### src/sv/sqp_pkg.sv
// shared widths, payload structs and status codes for the square to quad setup pipeline
// no dependencies
`default_nettype none

package sqp_pkg;

    localparam int IN_W    = 28;   // corner coordinate width
    localparam int TOL_W   = 16;   // planar tolerance register width
    localparam int CW      = 48;   // linear coefficient width
    localparam int PW      = 32;   // perspective term width
    localparam int PFRAC   = 24;   // perspective term fraction bits
    localparam int MXW     = IN_W + 2;   // corner-sum mismatch
    localparam int EW      = IN_W + 1;   // edge difference
    localparam int BW      = IN_W + 1;   // base coefficient
    localparam int PRW     = MXW + EW;   // product of mismatch and edge
    localparam int NW      = PRW + 1;    // numerator and denominator
    localparam int MW      = NW;         // their magnitudes
    localparam int QW      = 33;         // quotient bits, 8 integer and 25 fraction
    localparam int DW      = MW + 8;     // divider remainder and shifted divisor
    localparam int GPW     = PW + IN_W;  // perspective term times coordinate
    localparam int RW      = GPW - PFRAC; // rounded product

    localparam logic [1:0] ST_OK   = 2'd0;
    localparam logic [1:0] ST_EDGE = 2'd1;
    localparam logic [1:0] ST_SING = 2'd2;
    localparam logic [1:0] ST_SAT  = 2'd3;

    typedef logic signed [IN_W-1:0] t_coord;

    // per-quad values that ride along with the division
    typedef struct packed {
        t_coord                x0;
        t_coord                y0;
        t_coord                x1;
        t_coord                y1;
        t_coord                x3;
        t_coord                y3;
        logic signed [BW-1:0]  ba;
        logic signed [BW-1:0]  bb;
        logic signed [BW-1:0]  bd;
        logic signed [BW-1:0]  be;
        logic                  proj;
        logic                  sing;
    } t_ctx;

    // one restoring divider lane
    typedef struct packed {
        logic [DW-1:0] r;
        logic [QW-1:0] q;
    } t_quo;

    // state passed between divider steps
    typedef struct packed {
        t_quo          u;
        t_quo          v;
        logic [DW-1:0] dsh;
        logic          neg_u;
        logic          neg_v;
        logic          ovf_u;
        logic          ovf_v;
        t_ctx          ctx;
    } t_div;

    // one finished result
    typedef struct packed {
        logic signed [CW-1:0] u_dx;
        logic signed [CW-1:0] u_dy;
        logic signed [CW-1:0] v_dx;
        logic signed [CW-1:0] v_dy;
        t_coord               ox;
        t_coord               oy;
        logic signed [PW-1:0] pu;
        logic signed [PW-1:0] pv;
        logic                 proj;
        logic [1:0]           status;
    } t_res;

endpackage

`default_nettype wire

### src/sv/sqp_div_step.sv
// one restoring division step for both perspective quotients
// depends on sqp_pkg
`default_nettype none

module sqp_div_step
    import sqp_pkg::*;
(
    input  wire        i_clk,
    input  wire        i_rst_n,
    input  wire        i_en,
    input  wire        i_valid,
    input  wire t_div  i_st,
    output logic       o_valid,
    output t_div       o_st
);

    logic r_v;
    t_div r_st;
    t_div w_nx;

    // compare, subtract when it fits, shift remainder, append quotient bit
    function automatic t_quo step(input t_quo s, input logic [DW-1:0] d);
        logic [DW:0] diff;
        t_quo        o;
        diff = {1'b0, s.r} - {1'b0, d};
        if (!diff[DW]) begin
            o.r = {diff[DW-2:0], 1'b0};
        end else begin
            o.r = {s.r[DW-2:0], 1'b0};
        end
        o.q = {s.q[QW-2:0], ~diff[DW]};
        return o;
    endfunction

    always_comb begin
        w_nx   = i_st;
        w_nx.u = step(i_st.u, i_st.dsh);
        w_nx.v = step(i_st.v, i_st.dsh);
    end

    // stage register
    always_ff @(posedge i_clk) begin
        if (!i_rst_n) begin
            r_v <= 1'b0;
        end else if (i_en) begin
            r_v <= i_valid;
        end
    end

    always_ff @(posedge i_clk) begin
        if (i_en) begin
            r_st <= w_nx;
        end
    end

    assign o_valid = r_v;
    assign o_st    = r_st;

endmodule

`default_nettype wire

### config.mk
export PLATFORM = sky130hd
export DESIGN_NAME = sqp_div_step
export DESIGN_NICKNAME = d
export VERILOG_FILES = /design/src/sv/sqp_pkg.sv /design/src/sv/sqp_div_step.sv
export SDC_FILE = /design/constraint.sdc
export NUM_CORES = 1
export LEC_CHECK = 0
export BUFFER_PORTS_ARGS = -buffer_cell sky130_fd_sc_hd__clkbuf_2
export CAP_MARGIN = 5
export CORE_AREA = 2 2 441 443
export DETAILED_ROUTE_END_ITERATION = 10
export DIE_AREA = 0 0 443 445
export GPL_TIMING_DRIVEN = 1
export PLACE_DENSITY = 0.35
export SYNTH_ARGS = -nofsm -noshare
export SYNTH_HDL_FRONTEND = slang
export SYNTH_SLANG_ARGS = --single-unit
### constraint.sdc
create_clock -name i_clk -period 4.3 [get_ports i_clk]
set_input_delay 0.645 -clock i_clk [delete_from_list [all_inputs] [get_ports i_clk]]
set_output_delay 0.645 -clock i_clk [all_outputs]
set_load 0.005 [all_outputs]
* Word level (Yosys, flattened, before mapping)
Index checks and enable logic that the tools add are counted.
** Storage, ports and cells
- Flip-flop bits (word level) :: 561
- Latch bits :: 0
- Memory bits (writable) :: 0
- Memory bits (read-only) :: 0
- Memories :: 0
** Operators by class
- Add/subtract/negate cells :: 2
- $mul :: 0
- Divide/modulo/power cells :: 0
- Order comparisons :: 0
- Equality and inequality tests :: 0
- Shifts and indexed selects :: 0
- Mux-type cells :: 2
- Bitwise logic cells :: 2
- Reduce and logical (&&, ||, !) cells :: 0
** Operators by type and width (count)
- 68-bit by 68-bit subtractor with 69-bit output :: 2
- 68-bit two-way mux :: 2
- 1-bit inverter :: 2

* Logic depth before layout (Yosys ltp)
Gate-level depths: netlist (run 1).
- Word-level depth :: 2
- Depth in mapped cells :: 15

* Worst setup path before layout (run 1)
No wires, ideal clock.
- Path type :: input-to-reg
- From :: input i_st[391] in the netlist's numbering
- To :: register r_st (netlist bit o_st[455]) (data pin)
- Arrival time :: 3.516 ns
- Data required time :: 4.038 ns
- Setup slack :: 0.522 ns
- Stages on the path :: 14
- Cells stage by stage :: inv_1 > ha_1 > fa_1 > o211ai_1 > a21oi_1 > o21ai_0 > a211oi_2 > o41ai_4 > a21oi_1 > o21ai_2 > a221oi_2 > buf_6 > buf_6 > mux2_1
** RTL lines
- start: declaration :: line sqp_div_step.sv:12 : input wire t_div i_st,
- end signal: assignment :: line sqp_div_step.sv:52 : r_st <= w_nx;
- end: declaration :: line sqp_div_step.sv:18 : t_div r_st;

==> results.txt, run 1 <==
- Clk pin slew, worst setup/hold paths: 60 ps
- Final critical delay including setup and external delays: 3780 ps
- Maxcap violations: 0
- Number of H-tree levels: 3
- Top-level I/O count: 1125
- Post-route non-filler standard cell count: 5974
* Number of sinks on the clock net: 559
- Power density over the cells: 422 nW/um^2
- At the pin with the least slew margin, the transition time is 896 ps.
* Area of the multi-input gates: 9540 sq um
- The worst hold path belongs to the class in -> reg.
- The kind of cell with the highest combined delay along the critical path is compound AO/OA/AOI/OAI gates.
- After layout, the worst path uses 87.9% of the clock period.
* Post-Place Worst Slack: -286 ps
- Routed WL: 159 mm
- First DRT Iteration DRCs: 1264
- Net total in the final layout: 4070
* Total standard cell area after synthesis: 27100 sq um
- For the worst setup path, the data required time is 4720 ps.
- Number of endpoints with negative hold slack in the final report: 0
* Crit Path Max Fanout: 4
* Crit Path Category: in -> reg
- Congestion Overflow GR: 0
* Final setup skew: 0 ps
- In this run, synthesis inferred 558 flip-flops with an integrated enable.
- Number of buffers added to fix hold violations after cts: 0
- Relative slew margins: 39.8%
- Worst setup margin: 521 ps
* Count of unresolved DRC violations after routing: 0
- The Yosys step of the flow raised 0 warnings.
- Flops & latches, synth: 559
* Root cell of the clock tree: sky130_fd_sc_hd__clkbuf_16
* Die span in y: 445 um
* Crit-path slowest cell: sky130_fd_sc_hd__a211oi_1
- The total area inside the core boundary comes to 192000 sq um.
- Before antenna repair, the detailed router went through 5 iterations.
- Counting the fill cells in the layout gives 20965.
- The initialized floorplan defines 161 standard-cell rows.
- Including well taps, the total number of placed cells is 5816.
- DIE AREA: 197000 sq um
* Buffers & Inverters on Critical Path: 4
- Setup fix buffers added after clock tree synthesis: 0
* Total global-route track usage: 15.5%
- Top-area cell type share of the netlist area: 61.9%
- In this run, CTS created clock tree buffers numbering 76.
- Setup TNS: 0 ps
* Maximum clock rate: 0.265 GHz
* Part of the Yosys area used for sequential elements: 62.0%
* Global-route wire length before repair: 206 mm
- Counting flops with an async set or reset pin after synthesis yields a share of 0%.
* Commonest cells after routing, fill and taps aside: sky130_fd_sc_hd__clkbuf_2, sky130_fd_sc_hd__edfxtp_1, sky130_fd_sc_hd__buf_4
- Most common library cell in the layout ignoring fill and taps: sky130_fd_sc_hd__clkbuf_2
- CTS tree: yes
- Once detail routing completed, the nets flagged for antenna violations numbered 0.
* Number of buffers added on ports: 1120
* Width of the die: 443 um
* Area contributors post-synth: sky130_fd_sc_hd__edfxtp_1, sky130_fd_sc_hd__ha_1, sky130_fd_sc_hd__mux2_4
- Slew Viols, Final: 0
- The post-route netlist has 47.4% of its cells at a drive strength greater than 1.
* Cell type with the highest aggregate area in the netlist: sky130_fd_sc_hd__edfxtp_1
* Setup repair after global routing missed its margin: no
- Hold Worst Slack: 119 ps
- On the worst path, the slowest cell contributes a delay of 570 ps.
- Post-DR vias/cell: 3.78
- Count of endpoints failing setup in the final report: 0
- Clock latency on the worst-skew pair, taken at its later pin, is 700 ps.
- Sort of element at the start of the critical path: input pin
- Post-layout utilization of the core: 20.9%
* Wire length per cell: 26.7 um
- Reg area: 16800 sq um
- CP Data Arrival Time: 4200 ps
- Walking the worst path, the cells encountered are clkbuf_2, inv_1, ha_1, a21oi_1, o21ai_1, a221o_1, a211oi_1, o31a_1, buf_12, o31ai_1, buf_4, a41oi_1, o21ai_0, xnor2_1, mux2_4.
* Cell count after synthesis: 1984
- Detailed placement ended at an HPWL of 137 mm.
- The longest clock path from root to sink contains 3 buffers.
* Layout overhead on the synthesized area: 48.5%
* Maximum number of pins on one net before global-route repair: 87
* Antenna violations before repair: 68
- Via count: 22563
- The run finished with clean final reports.
- Average size of a mapped cell: 13.6 sq um
* Starting density of the core: 14.1%
- Number of global-route vias before repair: 22942
- GP Congestion: 0.850
- Leakage: 17.5 nW
- For this run, the leading register cell type out of synthesis is sky130_fd_sc_hd__edfxtp_1.
- STA classifies the critical path endpoint as a flip-flop.
- Netlist cell types: 84
* Peak supply drop: 0.276 mV
* Number of gates resized after CTS: 0
==> sequential cells by signal, indices dropped and copies added (netlist names) <==
| signal | cells |
|---|---|
| o_valid | 1 |
| o_st | 558 |
==> logic make-up (layout without fill, tap and decap cells) <==
logic type	after synthesis	in the layout	synth area share, %
flip-flops	559	559	62.0
AO/OA/AOI/OAI	511	511	12.6
AND/OR/NAND/NOR	342	342	6.09
buffers and inverters	183	1623	2.88
adder cells (fa/ha/maj)	138	138	6.43
multiplexers	133	133	6.29
XOR/XNOR	117	117	3.78
other	1	25	0.0138
==> final cells by class <==
| cell class | instances | share of cell area (%) |
|---|---|---|
| Clock buffer | 90 | 4.97 |
| Clock inverter | 45 | 1.20 |
| Inverter | 110 | 1.03 |
| Sequential cell | 559 | 41.7 |
| Antenna cell | 23 | 0.143 |
| Multi-Input combinational cell | 1243 | 23.7 |
| Tap cell | 2526 | 7.86 |
| Timing Repair Buffer | 1378 | 19.3 |
==> power by group <==
part           switching [mW]  internal [mW]
Sequential              0.205           6.63
Clock                    2.73           3.76
Combinational            2.04           1.61
==> per-layer routing <==
metal	GRT usage, %	up-vias	routed length [um]
li1	-	10388	-
met1	14.5	11129	52300
met2	31.0	771	90600
met3	3.69	245	9070
met4	7.25	30	7130
met5	0	-	199
==> cell usage after synthesis, types with 12 or more instances <==
cell                         n
sky130_fd_sc_hd__ha_1      136
sky130_fd_sc_hd__clkbuf_1   49
sky130_fd_sc_hd__mux2_2     52
sky130_fd_sc_hd__nand4_1    45
sky130_fd_sc_hd__mux2_1     13
sky130_fd_sc_hd__or3_1      12
sky130_fd_sc_hd__edfxtp_1  558
sky130_fd_sc_hd__o211ai_1   12
sky130_fd_sc_hd__mux2_4     58
sky130_fd_sc_hd__xnor2_1    78
sky130_fd_sc_hd__xor2_1     39
sky130_fd_sc_hd__nor3_1     18
sky130_fd_sc_hd__nor2b_1    12
sky130_fd_sc_hd__a21oi_1   153
sky130_fd_sc_hd__inv_1     108
sky130_fd_sc_hd__o21ai_0    82
sky130_fd_sc_hd__nor2_1     79
sky130_fd_sc_hd__a21o_1     94
sky130_fd_sc_hd__o21bai_1   30
sky130_fd_sc_hd__o21a_1     24
sky130_fd_sc_hd__nand3_1    28
sky130_fd_sc_hd__a31oi_1    13
sky130_fd_sc_hd__nand2_1   102
==> worst paths after layout <==
kind | cells past startpoint | from | to | slack, ps
worst min register to register | 2 | o_valid | o_valid | 530
worst max-delay path | 15 | i_st[299] | o_st[555] | 520
worst min-delay path | 1 | i_st[5] | o_st[5] | 120
worst max register to register | 2 | o_valid | o_valid | 3710
==> stage by stage <==
stage	total power [mW]	instance area, sq um
floorplan	8.41	27100
global placement	10.7	37700
detailed placement	10.7	37700
CTS	17.4	40200
global route	17.7	40200
finish	17.0	40200
Note: power is estimated with default switching activity, not from simulation.
==> run 2: changes to the inputs <==
==> constraint.sdc (replaced) <==
create_clock -name i_clk -period 4.3 [get_ports i_clk]
set_input_delay 0.215 -clock i_clk [delete_from_list [all_inputs] [get_ports i_clk]]
set_output_delay 0.215 -clock i_clk [all_outputs]
set_load 0.005 [all_outputs]
==> run 2 against run 1 <==
  * Combinational power is 6.8% higher
  * Sequential cell count stayed put
  * Sequential share of layout area is 3.8 points lower
  * Critical path depth is 1 higher
  * Via count is 6.8% higher
  * Sequential power hardly changed
  * Largest power group unchanged
==> results.txt, run 2 (synthesis results as in run 1) <==
- Startpoint of the most critical register-to-register path: o_valid
- The depth of the CTS H-tree came to 3 (unchanged).
- GP Congestion: 0.847 (-0.35%)
- Maxcap violations: 0 (unchanged)
- Via count: 24090 (+6.8%)
- The routed wire length is 161 mm (+1.0%).
- The number of antenna violations at the first check in global routing is 53 (-22%).
- Setup repair after global routing left no endpoint under its margin.
* Peak supply drop: 0.251 mV (-8.9%)
* Slack of the worst reg-to-reg path: 3140 ps (-570 ps)
* Worst reg2reg path endpoint: o_valid
* Run status: finished, final reports clean
- The routing usage on met2 was 30.8% (-0.24 points).
- Wire length per cell: 25.3 um (-5.0%)
- Sink of the worst hold path: o_st[363]
- Hold Path Cell Cnt: 1 (unchanged)
* Hold Startpoint: i_en
- The placement-stage worst setup slack is -22.1 ps (+264 ps).
- The most numerous cell type found on the critical path is sky130_fd_sc_hd__a21oi_1.
* Number of buffers added on ports: 1120 (unchanged)
- The pin count of the biggest net entering global routing was 78 (-10%).
- The overall track demand over capacity in global routing is 15.7% (+0.23 points).
- Maximum clock rate: 0.253 GHz (-4.4%)
* Power density over the cells: 383 nW/um^2 (-9.2%)
- STA classifies the critical path startpoint as an input pin.
* Gr busiest metal: met2
- Count of unresolved DRC violations after routing: 0 (unchanged)
* Final instance area: 44200 sq um (+10%)
* Share of post-route cells with drive strength above 1: 38.0% (-9.4 points)
* CTS tree: yes
- The HPWL after detailed placement is 135 mm (-1.3%).
- Width of the die: 443 um (unchanged)
* Layout overhead on the synthesized area: 63.3%
- The cell leakage power was 18.9 nW (+8.1%).
- Clk pin slew, worst setup/hold paths: 60 ps (about the same)
- The library cell used most frequently in the layout, excluding fill and tap cells, is sky130_fd_sc_hd__clkbuf_2.
- First DRT Iteration DRCs: 1240 (-1.9%)
- The post-route fraction of the period consumed by the critical path is 91.9% (+4.0 points).
- Final setup skew: 0 ps (unchanged)
* Root cell of the clock tree: sky130_fd_sc_hd__clkbuf_16
- CP Data Arrival Time: 4370 ps (+170 ps)
- The number of global-route vias before repair came to 25124 (+9.5%).
- The total overflow reported by the global router came to 0 (unchanged).
- Number of buffers on the longest clock path: 3 (unchanged)
- The floorplan die height came to 445 um (unchanged).
- The setup slack after layout is 348 ps (-172 ps).
- The instance area at placement came to 36300 sq um (-3.7%).
- The final-stage net count was 4454 (+9.4%).
- The critical path goes through dlygate4sd3_1, clkbuf_2, inv_1, ha_1, a21oi_1, o21ai_0, a21oi_1, o21ai_0, a21oi_1, o41ai_4, buf_4, a21oi_1, o21ai_2, a221oi_4, buf_4, mux2_2.
- Commonest cells after routing, fill and taps aside: sky130_fd_sc_hd__clkbuf_2, sky130_fd_sc_hd__edfxtp_1, sky130_fd_sc_hd__dlygate4sd3_1
- The total negative slack for setup checks was 0 ps (unchanged).
- Number of flip-flops in the largest register: 558 (unchanged)
- Met1 global-route usage: 15.6% (+1.1 points)
* Final critical delay including setup and external delays: 3950 ps (+172 ps)
- Relative slew margins: 39.8% (about the same)
- Top-level I/O count: 1125 (unchanged)
* Count of endpoints failing setup in the final report: 0 (unchanged)
* Number of cells traversed by the worst register-to-register path: 3 (+1)
- Crit Path Category: in -> reg
* Starting density of the core: 14.1% (unchanged)
- STA classifies the critical path endpoint as a flip-flop.
- The average via count per standard cell was 3.79 (+0.41%).
- Met3 routing resource usage after global routing: 2.73% (-0.96 points)
* Placement Rows: 161 (unchanged)
* Pin slew with the least headroom to its limit: 896 ps (-0.0824 ps)
* Slowest cell delay on critical path: 530 ps (-40 ps)
* Core Box Area: 192000 sq um (unchanged)
* Crit Path Max Fanout: 18 (+14)
- CTS Buf Count: 75 (-1.3%)
- The min-delay analysis places its worst path in the category in -> reg.
- Number of endpoints with negative hold slack in the final report: 0 (unchanged)
* Number of sinks on the clock net: 559 (unchanged)
- Number of nets still failing antenna checks after routing: 0 (unchanged)
* Number of detailed-route iterations in the first pass: 8 (+3)
* Hold Worst Slack: 63.3 ps (-55.9 ps)
- Data required time of the critical path: 4720 ps (about the same)
- The area enclosed by the die boundary is 197000 sq um (unchanged).
- Global-route wire length before repair: 213 mm (+3.4%)
- Among all stages on the critical path, the largest delay is contributed by sky130_fd_sc_hd__dlygate4sd3_1.
- The clock latency at the later pin of the worst-skew pair came to 680 ps (-20 ps).
- Slew Viols, Final: 0 (unchanged)
[run 2: changes by cell type in the layout (fill, tap and decap cells not counted), sizes merged]
cell / delta
buf: -170
bufinv: -1
clkinv: +6
clkinvlp: -5
diode: -7
dlygate4sd3: +555
[run 2: timing repair]
item,4_1_cts,5_1_grt
setup endpoints to repair,0,50
hold endpoints to repair,554,0
buffers inserted,0,1
hold buffers,555,0
resized for setup,0,0
[run 2: power breakdown]
part	leakage, nW	switching [mW]	internal [mW]	total [mW]
clock network	1.15	2.65	3.57	6.22
registers	5.47	0.202	6.63	6.83
logic	12.3	2.15	1.75	3.90
[run 2: final cells by class]
cell class                      instances  area [sq um]
Fill cell                           20682        148000
Tap cell                             2526          3160
Inverter                              110           415
Antenna cell                           16          40.0
Clock buffer                           90          1930
Multi-Input combinational cell       1243          9540
Clock inverter                         45           415
Sequential cell                       559         16800
Timing Repair Buffer                 1763         11900
[run 2: metal layers]
metal / up-vias / part of all wire, %
li1: 11146 / -
met1: 11881 / 35
met2: 825 / 55
met3: 230 / 4.1
met4: 8 / 5.4
met5: - / 0.032
[run 2: worst max path at each step]
stage,start,to,slack (ps),depth (start not counted)
6_report,i_st[317],o_st[429],350,16
5_1_grt,i_st[317],o_st[443],70,16
4_1_cts,i_st[290],o_st[442],190,15
3_5_place_dp,i_st[290],o_st[429],-20,14
3_3_place_gp,i_st[290],o_st[442],9,14
2_1_floorplan,i_st[391],o_st[455],950,14
[run 2: per-stage QoR]
stage	power [mW]	util, %	std cells
finish	17.0	23.0	6352
global route	17.7	23.0	6347
CTS	17.4	23.0	6335
detailed placement	10.4	18.9	5645
global placement	10.4	18.9	5645
floorplan	8.41	-	1985
[run 2: critical path, delay by kind of cell]
kind                     cells  cell delay [ps]
adder cells (fa/ha/maj)      1              430
AO/OA/AOI/OAI                9             1920
buffers and inverters        5             1390
multiplexers                 1              380
==> run 3: changes to the inputs <==
--- a/config.mk
+++ b/config.mk
@@ -7,9 +7,10 @@
 export LEC_CHECK = 0
 export BUFFER_PORTS_ARGS = -buffer_cell sky130_fd_sc_hd__clkbuf_2
 export CAP_MARGIN = 5
-export CORE_AREA = 2 2 441 443
+export CORE_AREA = 2 2 432 434
+export CTS_BUF_LIST = sky130_fd_sc_hd__clkbuf_8
 export DETAILED_ROUTE_END_ITERATION = 10
-export DIE_AREA = 0 0 443 445
+export DIE_AREA = 0 0 434 436
 export GPL_TIMING_DRIVEN = 1
 export PLACE_DENSITY = 0.35
 export SYNTH_ARGS = -nofsm -noshare
==> run 3 against run 2 <==
  * Routed wire length up 4.5%
  * Combinational power up 7.2%
  * Sequential share of layout area down 2.1 points
  * Worst setup slack worse by 260 ps
  * Sequential power about the same
  * Via count up 6.5%
  * Critical endpoint is now o_st[502]
==> results.txt, run 3 (synthesis results as in run 1) <==
- Crit-path slowest cell: sky130_fd_sc_hd__dlygate4sd3_1
- The depth of the CTS H-tree came to 3 (unchanged).
- Final critical delay including setup and external delays: 4220 ps (+264 ps)
- Area of the multi-input gates: 9570 sq um (+0.30%)
- CTS Buf Count: 115 (+53%)
- The total number of clock tree sinks was 559 (unchanged).
* Commonest cells after routing, fill and taps aside: sky130_fd_sc_hd__clkbuf_2, sky130_fd_sc_hd__dlygate4sd3_1, sky130_fd_sc_hd__edfxtp_1
* Peak supply drop: 0.246 mV (-2.1%)
- Number of flip-flops in the largest register: 558 (unchanged)
- Clk pin slew, worst setup/hold paths: 60 ps (about the same)
* Count of endpoints failing setup in the final report: 0 (unchanged)
- The average via count per standard cell was 3.85 (+1.5%).
- Total global-route track usage: 17.1% (+1.4 points)
- GP Congestion: 0.889 (+4.9%)
* Maxcap violations: 0 (unchanged)
- Starting density of the core: 14.7% (+0.56 points)
- The number of routed nets with antenna violations came to 0 (unchanged).
- Root cell of the clock tree: sky130_fd_sc_hd__clkbuf_8
- Share of post-route cells with drive strength above 1: 36.1% (-1.9 points)
- The clock latency at the later pin of the worst-skew pair was 860 ps (+180 ps).
* Leakage: 20.1 nW (+6.4%)
- Met1 global-route usage: 17.3% (+1.7 points)
- Post-Place Worst Slack: 71.8 ps (+93.9 ps)
* Number of endpoints with negative hold slack in the final report: 0 (unchanged)
- Crit Path Max Fanout: 28 (+10)
- Maximum clock rate: 0.237 GHz (-6.3%)
* Estimated wirelength of the detail-placed design: 136 mm (+1.1%)
- Overall power consumption: 16.6 mW (-1.8%)
* Share of the cycle needed by the critical path after routing: 98.0% (+6.1 points)
- Via count: 25667 (+6.5%)
- The routed wire length was 168 mm (+4.5%).
- Sw Ratio: 31.6% (+2.1 points)
* Pin slew with the least headroom to its limit: 989 ps (+92.9 ps)
* Run status: finished, final reports clean
- The global-route wire length before repair is 222 mm (+4.3%).
- The register cell area after layout came to 16800 sq um (unchanged).
- The path class of the tightest hold or removal check is in -> reg.
- Fillers: 19876 (-3.9%)
* Cell chain of the critical path: dlygate4sd3_1, clkbuf_2, inv_1, ha_1, a21oi_1, o21ai_1, a221o_1, a211oi_4, nor2_2, a41o_1, buf_12, o311a_4, o21ai_4, o21a_4, inv_4, buf_12, mux2_4, dlygate4sd3_1
- The iteration count of the initial detailed-routing pass is 5 (-3).
- The peak per-stage delay on the critical path was 550 ps (+20 ps).
* Data required time of the critical path: 4910 ps (+190 ps)
- Number of buffers added on ports: 1120 (unchanged)
- The number of global-route vias before repair was 27036 (+7.6%).
* Congestion Overflow GR: 0 (unchanged)
- Crit Path Category: in -> reg
- Number of buffers on the longest clock path: 3 (unchanged)
- The areal power density over the cells came to 355 nW/um^2 (-7.3%).
* Maximum number of pins on one net before global-route repair: 85 (+9.0%)
- DIE AREA: 189000 sq um (-4.0%)
- Clock Power Share: 33.8% (-2.9 points)
- Switching power summed over all nets: 5.26 mW (+5.1%)
- Met3 routing resource usage after global routing: 3.12% (+0.39 points)
* Gr busiest metal: met2
- Met2 capacity usage during global routing: 31.6% (+0.84 points)
* Layout overhead on the synthesized area: 73.1%
- Combinational fraction of design power: 25.1% (+2.1 points)
- Net total in the final layout: 4771 (+7.1%)
- The floorplan row count is 158 (-1.9%).
- Antenna violations before repair: 53 (unchanged)
- Slew Viols, Final: 0 (unchanged)
- STA classifies the critical path endpoint as a flip-flop.
- Core Box Area: 185000 sq um (-3.8%)
- CP Data Arrival Time: 4820 ps (+450 ps)
* Setup TNS: 0 ps (unchanged)
- The end-of-flow core utilization came to 25.4% (+2.3 points).
- The worst slew margin relative to its limit was 34.1% (-5.7 points).
* Die span in y: 436 um (-2.0%)
- CTS tree: yes
* Internal power contribution: 11.4 mW (-4.7%)
- The worst setup path is launched from an input pin.
- Leaving out fill and tap cells, the most frequent cell in the layout is sky130_fd_sc_hd__clkbuf_2.
- The number of DRC violations after detailed-routing iteration 0 came to 1157 (-6.7%).
- The number of I/O pins is 1125 (unchanged).
- Seq pwr share: 41.1% (+0.8 points)
- The maximum clock skew at final layout came to 0 ps (unchanged).
* Worst setup margin: 84.1 ps (-264 ps)
- Width of the die: 434 um (-2.0%)
- The count of unresolved DRC violations after routing was 0 (unchanged).
- Wire length per cell: 25.2 um (-0.47%)
==> run 3: worst max-delay path, delay by kind of cell <==
| family | cells | cell delay [ps] |
|---|---|---|
| adders and majority gates | 1 | 380 |
| and+or+nand+nor | 1 | 100 |
| muxes | 1 | 330 |
| buffers and inverters | 7 | 1660 |
| AOI/OAI and AO/OA | 8 | 2050 |
==> run 3: path summary, 6_finish.rpt <==
path                                 from   endpoint  slack (ps)  cells after the start
worst max-delay path            i_st[297]  o_st[502]          80                     18
worst min-delay path            i_st[321]  o_st[321]         100                      2
worst max register to register    o_valid    o_valid        3160                      3
worst min register to register    o_valid    o_valid        1060                      3
==> run 3: what timing repair did <==
item	4_1_cts	5_1_grt
gates resized for setup	0	15
endpoints found under the hold margin	629	0
setup endpoints to repair	0	5
setup buffers	0	4
hold buffers	831	0
==> run 3: layer usage <==
layer  routed length [um]  share of wire (%)
met3                 9130                5.4
met5                   76              0.045
met4                12600                7.5
met1                59000                 35
met2                87400                 52
==> run 3: final cells by class <==
cell class,instances,area share [%]
diodes,28,0.149
clock buffers,116,3.41
clock inverters,91,1.19
inverters,110,0.918
multi-input cells,1243,20.4
flip-flops and latches,559,35.8
well taps,2480,6.62
repair buffers,2040,31.5
==> run 3: power by group through the flow <==
stage / sequential (mW) / clock (mW) / combinational [mW]
final: 6.84 / 5.63 / 4.18
after global routing: 6.89 / 6.11 / 4.46
after CTS: 6.85 / 5.95 / 4.24
after detailed placement: 6.95 / 0 / 3.54
after global placement: 6.95 / 0 / 3.55
after floorplan: 6.94 / 0 / 1.47
==> run 3: per-stage QoR <==
step	hold WS, ps	instances	area [sq um]
2_1_floorplan	314	1985	27100
3_3_place_gp	393	5597	36300
3_5_place_dp	394	5597	36300
4_1_cts	0.182	6635	46700
5_1_grt	60.8	6657	46800
6_report	103	6667	46900
